## src/rtl/stereo_state_variable_filter_top_assert.svh

```systemverilog
// Assertion macros for the stereo state variable filter.
// Each assertion expands to nothing when SYNTHESIS is defined.
`ifndef STEREO_STATE_VARIABLE_FILTER_TOP_ASSERT_SVH
`define STEREO_STATE_VARIABLE_FILTER_TOP_ASSERT_SVH
`ifndef SYNTHESIS
`define SVF_ASSERT(lbl, clk, rstn, prop) \
	lbl: assert property (@(posedge clk) disable iff (!rstn) prop) \
		else $error("svf assertion failed");
`define SVF_ASSERT_MSG(lbl, clk, rstn, prop, msg) \
	lbl: assert property (@(posedge clk) disable iff (!rstn) prop) \
		else $error(msg);
`else
`define SVF_ASSERT(lbl, clk, rstn, prop)
`define SVF_ASSERT_MSG(lbl, clk, rstn, prop, msg)
`endif
`endif

```

## src/rtl/svf_pkg.sv

```systemverilog
// Shared types, widths and micro-op table for the stereo state variable filter.
// No dependencies; used by svf_mul, svf_seq and the top level.
package svf_pkg;

	localparam int unsigned SampleW = 16;
	localparam int unsigned CoefW   = 16;
	localparam int unsigned StateW  = 24;
	localparam int unsigned ProdW   = CoefW + 1 + StateW;
	localparam int unsigned AccW    = ProdW + 2;
	localparam int unsigned SumW    = StateW + 4;
	localparam int unsigned IdxW    = 3;

	localparam logic [IdxW-1:0] RegFreq = 3'd0;
	localparam logic [IdxW-1:0] RegDamp = 3'd1;
	localparam logic [IdxW-1:0] RegLp   = 3'd2;
	localparam logic [IdxW-1:0] RegBp   = 3'd3;
	localparam logic [IdxW-1:0] RegHp   = 3'd4;

	localparam logic [2:0] LastStep = 3'd6;

	typedef enum logic [1:0] {
		ST_IDLE,
		ST_RUN,
		ST_PUSH
	} state_t;

	typedef enum logic [2:0] {
		OPA_FREQ,
		OPA_DAMP,
		OPA_LP,
		OPA_BP,
		OPA_HP
	} opa_t;

	typedef enum logic [1:0] {
		OPB_BAND,
		OPB_HIGH,
		OPB_LOW
	} opb_t;

	typedef enum logic [2:0] {
		CMB_NONE,
		CMB_LOW,
		CMB_HIGH,
		CMB_BAND,
		CMB_ACC_FIRST,
		CMB_ACC,
		CMB_ACC_LAST
	} cmb_t;

	typedef struct packed {
		opa_t opa;
		opb_t opb;
		cmb_t cmb;
	} uop_t;

	typedef struct packed {
		uop_t uop;
		logic ch;
		logic push;
	} ctrl_t;

	// One channel pass: the multiplier works ahead of the combine, which uses the registered product of the step before.
	function automatic uop_t uop_at(logic [2:0] step);
		uop_t u;
		u = '{opa: OPA_FREQ, opb: OPB_BAND, cmb: CMB_NONE};
		case (step)
			3'd0: u = '{opa: OPA_FREQ, opb: OPB_BAND, cmb: CMB_NONE};
			3'd1: u = '{opa: OPA_DAMP, opb: OPB_BAND, cmb: CMB_LOW};
			3'd2: u = '{opa: OPA_LP,   opb: OPB_LOW,  cmb: CMB_HIGH};
			3'd3: u = '{opa: OPA_FREQ, opb: OPB_HIGH, cmb: CMB_ACC_FIRST};
			3'd4: u = '{opa: OPA_HP,   opb: OPB_HIGH, cmb: CMB_BAND};
			3'd5: u = '{opa: OPA_BP,   opb: OPB_BAND, cmb: CMB_ACC};
			3'd6: u = '{opa: OPA_FREQ, opb: OPB_BAND, cmb: CMB_ACC_LAST};
			default: u = '{opa: OPA_FREQ, opb: OPB_BAND, cmb: CMB_NONE};
		endcase
		return u;
	endfunction

endpackage

```

## src/rtl/svf_mul.sv

```systemverilog
// Shared multiplier: unsigned 16-bit coefficient times signed 24-bit value.
// Depends on svf_pkg for widths; the product is registered.
module svf_mul (
	input  logic                                clk,
	input  logic [svf_pkg::CoefW-1:0]           a,
	input  logic signed [svf_pkg::StateW-1:0]   b,
	output logic signed [svf_pkg::ProdW-1:0]    prod
);
	import svf_pkg::*;

	logic signed [ProdW-1:0] prod_q;

	always_ff @(posedge clk) begin
		prod_q <= $signed({1'b0, a}) * b;
	end

	assign prod = prod_q;

endmodule

```

## src/rtl/svf_seq.sv

```systemverilog
// Sequencer: walks the micro-op table for the left then the right channel.
// Depends on svf_pkg for the state type, control struct and table.
module svf_seq (
	input  logic           clk,
	input  logic           arst_n,
	input  logic           in_valid,
	input  logic           out_free,
	output logic           in_stall,
	output svf_pkg::ctrl_t ctrl
);
	import svf_pkg::*;

	state_t     state_q;
	state_t     state_d;
	logic [2:0] step_q;
	logic       ch_q;

	always_comb begin
		state_d = state_q;
		unique case (state_q)
			ST_IDLE: begin
				if (in_valid) state_d = ST_RUN;
			end
			ST_RUN: begin
				if (step_q == LastStep && ch_q) state_d = ST_PUSH;
			end
			ST_PUSH: begin
				if (out_free) state_d = ST_IDLE;
			end
			default: state_d = ST_IDLE;
		endcase
	end

	always_ff @(posedge clk or negedge arst_n) begin
		if (!arst_n) begin
			state_q <= ST_IDLE;
			step_q  <= 3'd0;
			ch_q    <= 1'b0;
		end else begin
			state_q <= state_d;
			if (state_q == ST_IDLE) begin
				step_q <= 3'd0;
				ch_q   <= 1'b0;
			end else if (state_q == ST_RUN) begin
				if (step_q == LastStep) begin
					step_q <= 3'd0;
					ch_q   <= 1'b1;
				end else begin
					step_q <= step_q + 3'd1;
				end
			end
		end
	end

	always_comb begin
		in_stall     = 1'b1;
		ctrl.uop     = '{opa: OPA_FREQ, opb: OPB_BAND, cmb: CMB_NONE};
		ctrl.ch      = ch_q;
		ctrl.push    = 1'b0;
		unique case (state_q)
			ST_IDLE: in_stall = 1'b0;
			ST_RUN:  ctrl.uop = uop_at(step_q);
			ST_PUSH: ctrl.push = out_free;
			default: in_stall = 1'b1;
		endcase
	end

endmodule

```

## src/rtl/stereo_state_variable_filter_top.sv

```systemverilog
// Stereo Chamberlin state variable filter, Q1.15 in and out, Q9.15 state.
// New input is stalled while a sample pair is in work, up to its push; the single shared
// 17x24 multiplier does six products per channel, channels in turn.
// Reset clears filter state, coefficient registers and handshakes; no clearing pass.
`include "stereo_state_variable_filter_top_assert.svh"
module stereo_state_variable_filter_top (
	input  logic                                  clk,
	input  logic                                  arst_n,
	input  logic                                  in_valid,
	output logic                                  in_stall,
	input  logic signed [svf_pkg::SampleW-1:0]    left_in,
	input  logic signed [svf_pkg::SampleW-1:0]    right_in,
	output logic                                  out_valid,
	input  logic                                  out_stall,
	output logic signed [svf_pkg::SampleW-1:0]    left_out,
	output logic signed [svf_pkg::SampleW-1:0]    right_out,
	input  logic                                  cfg_valid,
	output logic                                  cfg_ready,
	input  logic [svf_pkg::IdxW-1:0]              cfg_index,
	input  logic [svf_pkg::CoefW-1:0]             cfg_data
);
	import svf_pkg::*;

	function automatic logic [StateW-1:0] sat24(logic [SumW-1:0] v);
		logic [StateW-1:0] r;
		r = v[StateW-1:0];
		if (v[SumW-1] && v[SumW-2:StateW-1] != '1) r = {1'b1, {(StateW-1){1'b0}}};
		else if (!v[SumW-1] && v[SumW-2:StateW-1] != '0) r = {1'b0, {(StateW-1){1'b1}}};
		return r;
	endfunction

	function automatic logic [SampleW-1:0] sat16(logic [SumW-1:0] v);
		logic [SampleW-1:0] r;
		r = v[SampleW-1:0];
		if (v[SumW-1] && v[SumW-2:SampleW-1] != '1) r = {1'b1, {(SampleW-1){1'b0}}};
		else if (!v[SumW-1] && v[SumW-2:SampleW-1] != '0) r = {1'b0, {(SampleW-1){1'b1}}};
		return r;
	endfunction

	ctrl_t ctrl;
	logic  out_free;

	logic [CoefW-1:0] freq_q, damp_q, lp_q, bp_q, hp_q;
	logic [StateW-1:0] low_l_q, band_l_q, low_r_q, band_r_q;
	logic [StateW-1:0] high_q;
	logic [SampleW-1:0] x_l_q, x_r_q;
	logic [AccW-1:0] acc_q;
	logic [SampleW-1:0] res_l_q, res_r_q;
	logic [SampleW-1:0] left_out_q, right_out_q;
	logic out_valid_q;

	logic [CoefW-1:0] mul_a;
	logic signed [StateW-1:0] mul_b;
	logic signed [ProdW-1:0] prod;
	logic [StateW-1:0] low_cur, band_cur;
	logic [SampleW-1:0] x_cur;
	logic [ProdW-1:0] prod_sh14, prod_sh15;
	logic [SumW-1:0] low_sum, high_sum, band_sum;
	logic [AccW-1:0] acc_sum;
	logic [SumW-1:0] mix;

	assign out_free  = !out_valid_q || !out_stall;
	assign cfg_ready = 1'b1;

	svf_seq u_seq (
		.clk      (clk),
		.arst_n   (arst_n),
		.in_valid (in_valid),
		.out_free (out_free),
		.in_stall (in_stall),
		.ctrl     (ctrl)
	);

	svf_mul u_mul (
		.clk  (clk),
		.a    (mul_a),
		.b    (mul_b),
		.prod (prod)
	);

	always_ff @(posedge clk or negedge arst_n) begin
		if (!arst_n) begin
			freq_q <= '0;
			damp_q <= '0;
			lp_q   <= '0;
			bp_q   <= '0;
			hp_q   <= '0;
		end else if (cfg_valid && cfg_ready) begin
			unique case (cfg_index)
				RegFreq: freq_q <= cfg_data;
				RegDamp: damp_q <= cfg_data;
				RegLp:   lp_q   <= cfg_data;
				RegBp:   bp_q   <= cfg_data;
				RegHp:   hp_q   <= cfg_data;
				default: ;
			endcase
		end
	end

	assign low_cur  = ctrl.ch ? low_r_q : low_l_q;
	assign band_cur = ctrl.ch ? band_r_q : band_l_q;
	assign x_cur    = ctrl.ch ? x_r_q : x_l_q;

	always_comb begin
		case (ctrl.uop.opa)
			OPA_FREQ: mul_a = freq_q;
			OPA_DAMP: mul_a = damp_q;
			OPA_LP:   mul_a = lp_q;
			OPA_BP:   mul_a = bp_q;
			OPA_HP:   mul_a = hp_q;
			default:  mul_a = freq_q;
		endcase
		case (ctrl.uop.opb)
			OPB_BAND: mul_b = $signed(band_cur);
			OPB_HIGH: mul_b = $signed(high_q);
			OPB_LOW:  mul_b = $signed(low_cur);
			default:  mul_b = $signed(band_cur);
		endcase
	end

	// Floor shifts of the product; the shifted values fit the sum width.
	assign prod_sh14 = prod >>> 14;
	assign prod_sh15 = prod >>> 15;

	assign low_sum  = {{(SumW-StateW){low_cur[StateW-1]}}, low_cur} + prod_sh14[SumW-1:0];
	assign high_sum = {{(SumW-SampleW){x_cur[SampleW-1]}}, x_cur}
		- {{(SumW-StateW){low_cur[StateW-1]}}, low_cur} - prod_sh15[SumW-1:0];
	assign band_sum = {{(SumW-StateW){band_cur[StateW-1]}}, band_cur} + prod_sh14[SumW-1:0];

	assign acc_sum = ((ctrl.uop.cmb == CMB_ACC_FIRST) ? {AccW{1'b0}} : acc_q)
		+ {{(AccW-ProdW){prod[ProdW-1]}}, prod};
	assign mix = acc_sum[SumW+14:15];

	always_ff @(posedge clk or negedge arst_n) begin
		if (!arst_n) begin
			low_l_q  <= '0;
			band_l_q <= '0;
			low_r_q  <= '0;
			band_r_q <= '0;
		end else begin
			case (ctrl.uop.cmb)
				CMB_LOW: begin
					if (ctrl.ch) low_r_q <= sat24(low_sum);
					else         low_l_q <= sat24(low_sum);
				end
				CMB_BAND: begin
					if (ctrl.ch) band_r_q <= sat24(band_sum);
					else         band_l_q <= sat24(band_sum);
				end
				default: ;
			endcase
		end
	end

	always_ff @(posedge clk) begin
		if (in_valid && !in_stall) begin
			x_l_q <= left_in;
			x_r_q <= right_in;
		end
		case (ctrl.uop.cmb) inside
			CMB_HIGH: high_q <= sat24(high_sum);
			CMB_ACC_FIRST, CMB_ACC: acc_q <= acc_sum;
			CMB_ACC_LAST: begin
				if (ctrl.ch) res_r_q <= sat16(mix);
				else         res_l_q <= sat16(mix);
			end
			default: ;
		endcase
		if (ctrl.push) begin
			left_out_q  <= res_l_q;
			right_out_q <= res_r_q;
		end
	end

	always_ff @(posedge clk or negedge arst_n) begin
		if (!arst_n) begin
			out_valid_q <= 1'b0;
		end else if (ctrl.push) begin
			out_valid_q <= 1'b1;
		end else if (!out_stall) begin
			out_valid_q <= 1'b0;
		end
	end

	assign out_valid = out_valid_q;
	assign left_out  = $signed(left_out_q);
	assign right_out = $signed(right_out_q);

	`SVF_ASSERT(a_accept_blocks, clk, arst_n, (in_valid && !in_stall) |=> in_stall)
	`SVF_ASSERT_MSG(a_valid_from_push, clk, arst_n,
		$rose(out_valid) |-> $past(ctrl.push), "result shown without a push")
	`SVF_ASSERT_MSG(a_no_overwrite, clk, arst_n,
		(out_valid && out_stall) |=> !$past(ctrl.push), "pending result overwritten")

endmodule
```

## config.mk

```make
export PLATFORM = sky130hd
export DESIGN_NAME = stereo_state_variable_filter_top
export DESIGN_NICKNAME = d
export VERILOG_FILES = /design/src/rtl/svf_pkg.sv /design/src/rtl/svf_mul.sv /design/src/rtl/svf_seq.sv /design/src/rtl/stereo_state_variable_filter_top.sv
export VERILOG_INCLUDE_DIRS = /design/src /design/src/rtl
export SDC_FILE = /design/constraint.sdc
export NUM_CORES = 2
export LEC_CHECK = 0
export BUFFER_PORTS_ARGS = -buffer_cell sky130_fd_sc_hd__buf_2
export CAP_MARGIN = 30
export CORE_ASPECT_RATIO = 0.9
export CORE_MARGIN = 3
export CORE_UTILIZATION = 40
export CTS_BUF_LIST = sky130_fd_sc_hd__clkbuf_4 sky130_fd_sc_hd__clkbuf_8
export DETAILED_ROUTE_END_ITERATION = 7
export GPL_TIMING_DRIVEN = 1
export SLEW_MARGIN = 20
export SYNTH_ARGS = -nofsm -noshare
export SYNTH_HDL_FRONTEND = slang
export SYNTH_SLANG_ARGS = --single-unit
```

## constraint.sdc

```tcl
create_clock -name clk -period 26.5 [get_ports clk]
set_input_delay 7.95 -clock clk [delete_from_list [all_inputs] [get_ports clk]]
set_output_delay 7.95 -clock clk [all_outputs]
set_load 0.1 [all_outputs]
```

[After elaboration in Yosys (flattened, before gate mapping)]
Cells that the tools add are included.
Storage, ports and cells
  register bits after elaboration: 387
  latch bits: 0
  RAM bits: 0
  ROM bits: 0
  input port bits: 56
  output and inout bits: 35
  word-level logic and storage cells: 133
  memories: 0
Cells by class
  $add $sub $neg: 6
  $mul: 1
  divide/modulo/power cells: 0
  $lt $le $gt $ge: 0
  equality and inequality tests: 32
  shift operators: 0
  multiplexer cells: 29
  bitwise operators: 3
  reductions and logical operators: 40
Operators by type and width (count)
  $mux 24: 7
  $pmux 16 s4: 1
  $add 24x27->28: 2
  $mux 16: 3
  $pmux 24 s2: 1
  $pmux 8 s6: 1
  $add 43x43->43: 1
  $mux 43: 1
  $mul 17x24->41: 1
  $sub 25x26->27: 1
  $sub 16x24->25: 1
  $eq 3x2->1 const B: 8
  $eq 3x3->1 const B: 8
  $reduce_and 2->1: 11
  $eq 3x1->1 const B: 4
  $ne 12x12->1 const B: 1
  $ne 4x4->1 const B: 3
  $reduce_bool 12->1: 1
  $reduce_bool 4->1: 3
  $logic_and 1x1->1: 10
  $mux 3: 3
  $mux 8: 1
  $reduce_and 4->1: 2
  $mux 1: 7
  15 further kinds: 29

[Longest topological paths before layout]
  word-level depth: 10
  mapped depth: 36
  depth with buffers taken out: 33

[Cells and area by module]
Synthesis repeated with hierarchy kept, for this count alone.
Second synthesis, totals
  cell total of the unflattened synthesis: 3865
  area, all modules: 37482.2 um^2
By module, submodules not included
  stereo_state_variable_filter_top: instances 1, cells each 2187, area an instance 22251.3 um^2, sequential area each 9323.9 um^2
  svf_mul: instances 1, cells each 1628, area an instance 14774.2 um^2, sequential area each 820.8 um^2
  svf_seq: instances 1, cells each 50, area an instance 456.7 um^2, sequential area each 150.1 um^2

[Worst setup path before layout]
OpenSTA, ideal clock, no wires.
  path kind: input -> register
  start: input out_stall
  end: register left_out_q[0] (netlist: left_out[0]), enable pin
  setup time: 0.432 ns
  arrival: 9.555 ns
  required time: 26.068 ns
  slack: 16.513 ns
  stages: 1
  path buffers: 0
  cell sequence: a21oi_1
Between the ends
  longest elaborated chain between the ends: 3
Ends and longest elaborated chain
  from (decl): line stereo_state_variable_filter_top.sv:14  | input logic out_stall,
  $logic_not 1->1
  $logic_or 1x1->1: line stereo_state_variable_filter_top.sv:62  | assign out_free = !out_valid_q || !out_stall;
  $mux 1: line svf_seq.sv:60  | unique case (state_q)
  to (signal assigned): line stereo_state_variable_filter_top.sv:170  | left_out_q <= res_l_q;
  to (decl): line stereo_state_variable_filter_top.sv:49  | logic [SampleW-1:0] left_out_q, right_out_q;
Every way passes these cells.
A chain may end at the register's enable or synchronous reset.

[Worst setup path after layout]
  start: register u_seq.state_q[1]
  end: output in_stall
Between the ends
  longest elaborated chain between the ends: 2
Ends and longest elaborated chain
  from (decl): line svf_seq.sv:13  | state_t state_q;
  from (signal assigned): line svf_seq.sv:40  | state_q <= state_d;
  $logic_not 2->1: line svf_seq.sv:60
  $mux 1: line svf_seq.sv:60
  to (decl): line stereo_state_variable_filter_top.sv:10  | output logic in_stall,
Every way passes these cells.

==> results_dict.tcl <==
set metrics [dict create \
    cts.htree.levels 2 \
    postCtsSetupBuffers 0 \
    final.fill_count 8578 \
    crit_start "u_seq.state_q[1]" \
    crit_required_ns 18.55 \
    relSlewSlack 0.3753 \
    fp.dieW_um 322.0 \
    antenna_left 0 \
    min_path_type "reg -> reg" \
    layout_commonest_cell "inv_1" \
    avgSynthCellArea_um2 9.725 \
    maxSlewViolCount 0 \
    cts_root_buf "clkbuf_8" \
    core_area_um2 88410 \
    die_y_um 290.4 \
    cp.depth 2 \
    worst-slew-pin-transition_ns 0.9308 \
    antenna_found_initial 0 \
    synth-seq-cells 387 \
    path_buf_inv 1 \
    clk_latency_ns 0.69 \
    drv_cap 0 \
    setup.worst_path.end "in_stall" \
    drc_errors 0 \
    ctsResizeCount 0 \
    start_util 0.4066 \
    r2r_start "u_seq.ch_q" \
    syn_area_um2 35940 \
    finalSetupViolations 0 \
    wl_per_cell_um 18.60 \
    fin_tns_setup_ns 0 \
    viasPerCell 5.277 \
    fin_skew_ns 0.02955 \
    drive_gt1_frac 0.1252 \
    fp.dieArea_um2 93500 \
    crit_chain "or2_2 -> buf_2" \
    crit_type "reg -> out" \
    grt_overflow_total 0 \
    grt_pass1_wl_um 147700 \
    drt_wl_total_um 92790 \
    cts_tree "built" \
    cts.clk_slew.worst_paths_ns 0.07 \
    timing.fmax_mhz 102.4 \
    nets 4472 \
    synth_flop_cell "dfrtp_1" \
    fin_crit_sh 0.3686 \
    finalHoldViolCount 0 \
    grt_pass1_vias 26570 \
    outcome "completed" \
    rsz0062_at_grt "no" \
    syn_nets 4387 \
    drt_iter0_markers 1813 \
    dp.final_hpwl_um 71770 \
    r2r_slack_ns 17.24 \
    synth_warnings 0 \
    holdWs_ns 0.4135 \
    ios 91 \
    async_reset_ff_frac 0.4729 \
    worstPathArrival_ns 1.82 \
    reg2reg_to "u_mul.prod[38]" \
    vias 26330 \
    numCtsBuffers 61 \
    most-common-layout-cells "inv_1 (580), fa_1 (406), nand2_1 (366)" \
    dr.pass1.iters 5 \
    io_buffers 89 \
    yosysSeqAreaShare 0.2864 \
    clk_path_buf_depth 3 \
    row_count 103 \
    critPathMaxStageDelay_ns 0.47 \
    grt_max_degree 71 \
    synth_edf_count 163 \
    start_kind "flip-flop" \
    min_period_ns 9.769 \
    r2r_cells 27 \
    area_growth_pct 9.207 \
    cp_max_fo 10 \
    place.gp.congestion 0.8930 \
    holdBufCountCts 0 \
    syn_inst 3696 \
    cts_num_sinks 387 \
    path_delay_family "flip-flops" \
    end_kind "output pin" \
    diodes 0 \
    grtUsageTotal 0.2002 \
    yosysUniqueCellTypes 86 \
    critPathSlowestCell "dfrtp_1" \
]
how the worst min path moves through the flow:
stage	start	slack [ns]	depth (start not counted)	end
2_1_floorplan	res_l_q[0]	0.40	0	left_out[0]
3_3_place_gp	res_r_q[11]	0.40	0	right_out[11]
3_5_place_dp	res_l_q[11]	0.40	0	left_out[11]
4_1_cts	res_r_q[14]	0.41	0	right_out[14]
5_1_grt	res_r_q[8]	0.42	0	right_out[8]
6_report	res_l_q[12]	0.41	0	left_out[12]
through the flow:
stage / utilization / cells / setup slack, ns / area [um^2]
6_report: 0.4440 / 4989 / 16.73 / 39250
2_1_floorplan: - / 3696 / 16.51 / 35940
4_1_cts: 0.4438 / 4988 / 16.64 / 39240
3_3_place_gp: 0.4287 / 4866 / 16.40 / 37900
5_1_grt: 0.4440 / 4989 / 16.52 / 39250
3_5_place_dp: 0.4293 / 4872 / 16.38 / 37950
metal layers:
metal  up-vias  wire length (um)  share of wire  track usage
met5         -                 0              0            0
met4         0              1911          0.021      0.04455
met3       111              6382          0.069      0.04011
met2       701             41750           0.45       0.3137
met1     13090             42750           0.46       0.2869
li1      12430                 -              -            -
synth_stat cells (5+ instances only):
| library cell | count | area, um^2 |
|---|---|---|
| inv_1 | 580 | 2177 |
| fa_1 | 406 | 8128 |
| nand2_1 | 366 | 1374 |
| nor2_1 | 309 | 1160 |
| ha_1 | 229 | 2865 |
| dfrtp_1 | 183 | 4579 |
| edfxtp_1 | 163 | 4895 |
| a21oi_1 | 158 | 790.8 |
| o21ai_0 | 158 | 790.8 |
| mux2_2 | 142 | 1599 |
| clkbuf_1 | 110 | 412.9 |
| xnor2_1 | 95 | 832.1 |
| a211oi_1 | 72 | 540.5 |
| a21o_1 | 72 | 540.5 |
| nor2b_1 | 63 | 394.1 |
| xor2_1 | 50 | 437.9 |
| o21a_1 | 48 | 360.4 |
| a22oi_1 | 47 | 352.8 |
| dfxtp_1 | 41 | 820.8 |
| nor3_1 | 29 | 145.1 |
| nand2b_1 | 28 | 175.2 |
| nand3_1 | 27 | 135.1 |
| and2_1 | 24 | 150.1 |
| o21ai_1 | 21 | 105.1 |
| o21bai_1 | 21 | 157.7 |
| o211ai_1 | 17 | 127.6 |
| a31oi_1 | 16 | 100.1 |
| nand4_1 | 16 | 100.1 |
| and3_1 | 15 | 93.84 |
| or2_2 | 11 | 68.82 |
| a21oi_2 | 10 | 87.58 |
| a22o_1 | 10 | 87.58 |
| buf_2 | 10 | 50.05 |
| a211o_1 | 8 | 70.07 |
| a222oi_1 | 8 | 80.08 |
| o31ai_1 | 8 | 60.06 |
| or3_1 | 8 | 50.05 |
| buf_1 | 7 | 26.28 |
| o221ai_1 | 6 | 52.55 |
| a311oi_1 | 5 | 43.79 |
| and4_1 | 5 | 43.79 |
| o22ai_1 | 5 | 31.28 |
| o31a_1 | 5 | 43.79 |
kinds of logic after synthesis:
family	Yosys count	synth area share
xor+xnor	145	0.03533
flops	387	0.2864
compound gates	743	0.1367
buf+inv	718	0.07710
simple gates	923	0.1135
fa+ha+maj	635	0.3058
other cells	1	0.0001043
mux	144	0.04504
state kept, by name, summed over array words and instances, names as in the netlist, 24 cells and up:
name / count
high_q: 24
low_l_q: 24
band_l_q: 24
acc_q: 43
low_r_q: 24
band_r_q: 24
u_mul.prod: 41
worst reg2reg max path, delay by kind of cell (launching register included):
kind | cells | cell delay, ns
flip-flops | 1 | 0.79
multiplexers | 1 | 0.38
AND/OR/NAND/NOR | 3 | 0.42
buffers and inverters | 6 | 0.95
AO/OA/AOI/OAI | 9 | 3.32
XOR/XNOR | 1 | 0.16
adder cells (fa/ha/maj) | 7 | 3.13
final cells by class:
| type | count | area (um^2) | area share |
|---|---|---|---|
| timing repair buffer | 160 | 996.0 | 0.02537 |
| clock buffer | 83 | 1030 | 0.02623 |
| tap | 1155 | 1445 | 0.03682 |
| clock inverter | 33 | 256.5 | 0.006534 |
| sequential | 387 | 10300 | 0.2624 |
| multi-input combinational | 2591 | 23050 | 0.5872 |
| inverter | 580 | 2177 | 0.05546 |
Power is left out: the tool's default activity adds up to more than one toggle a clock period on the data nets, which glitch-free logic cannot reach.
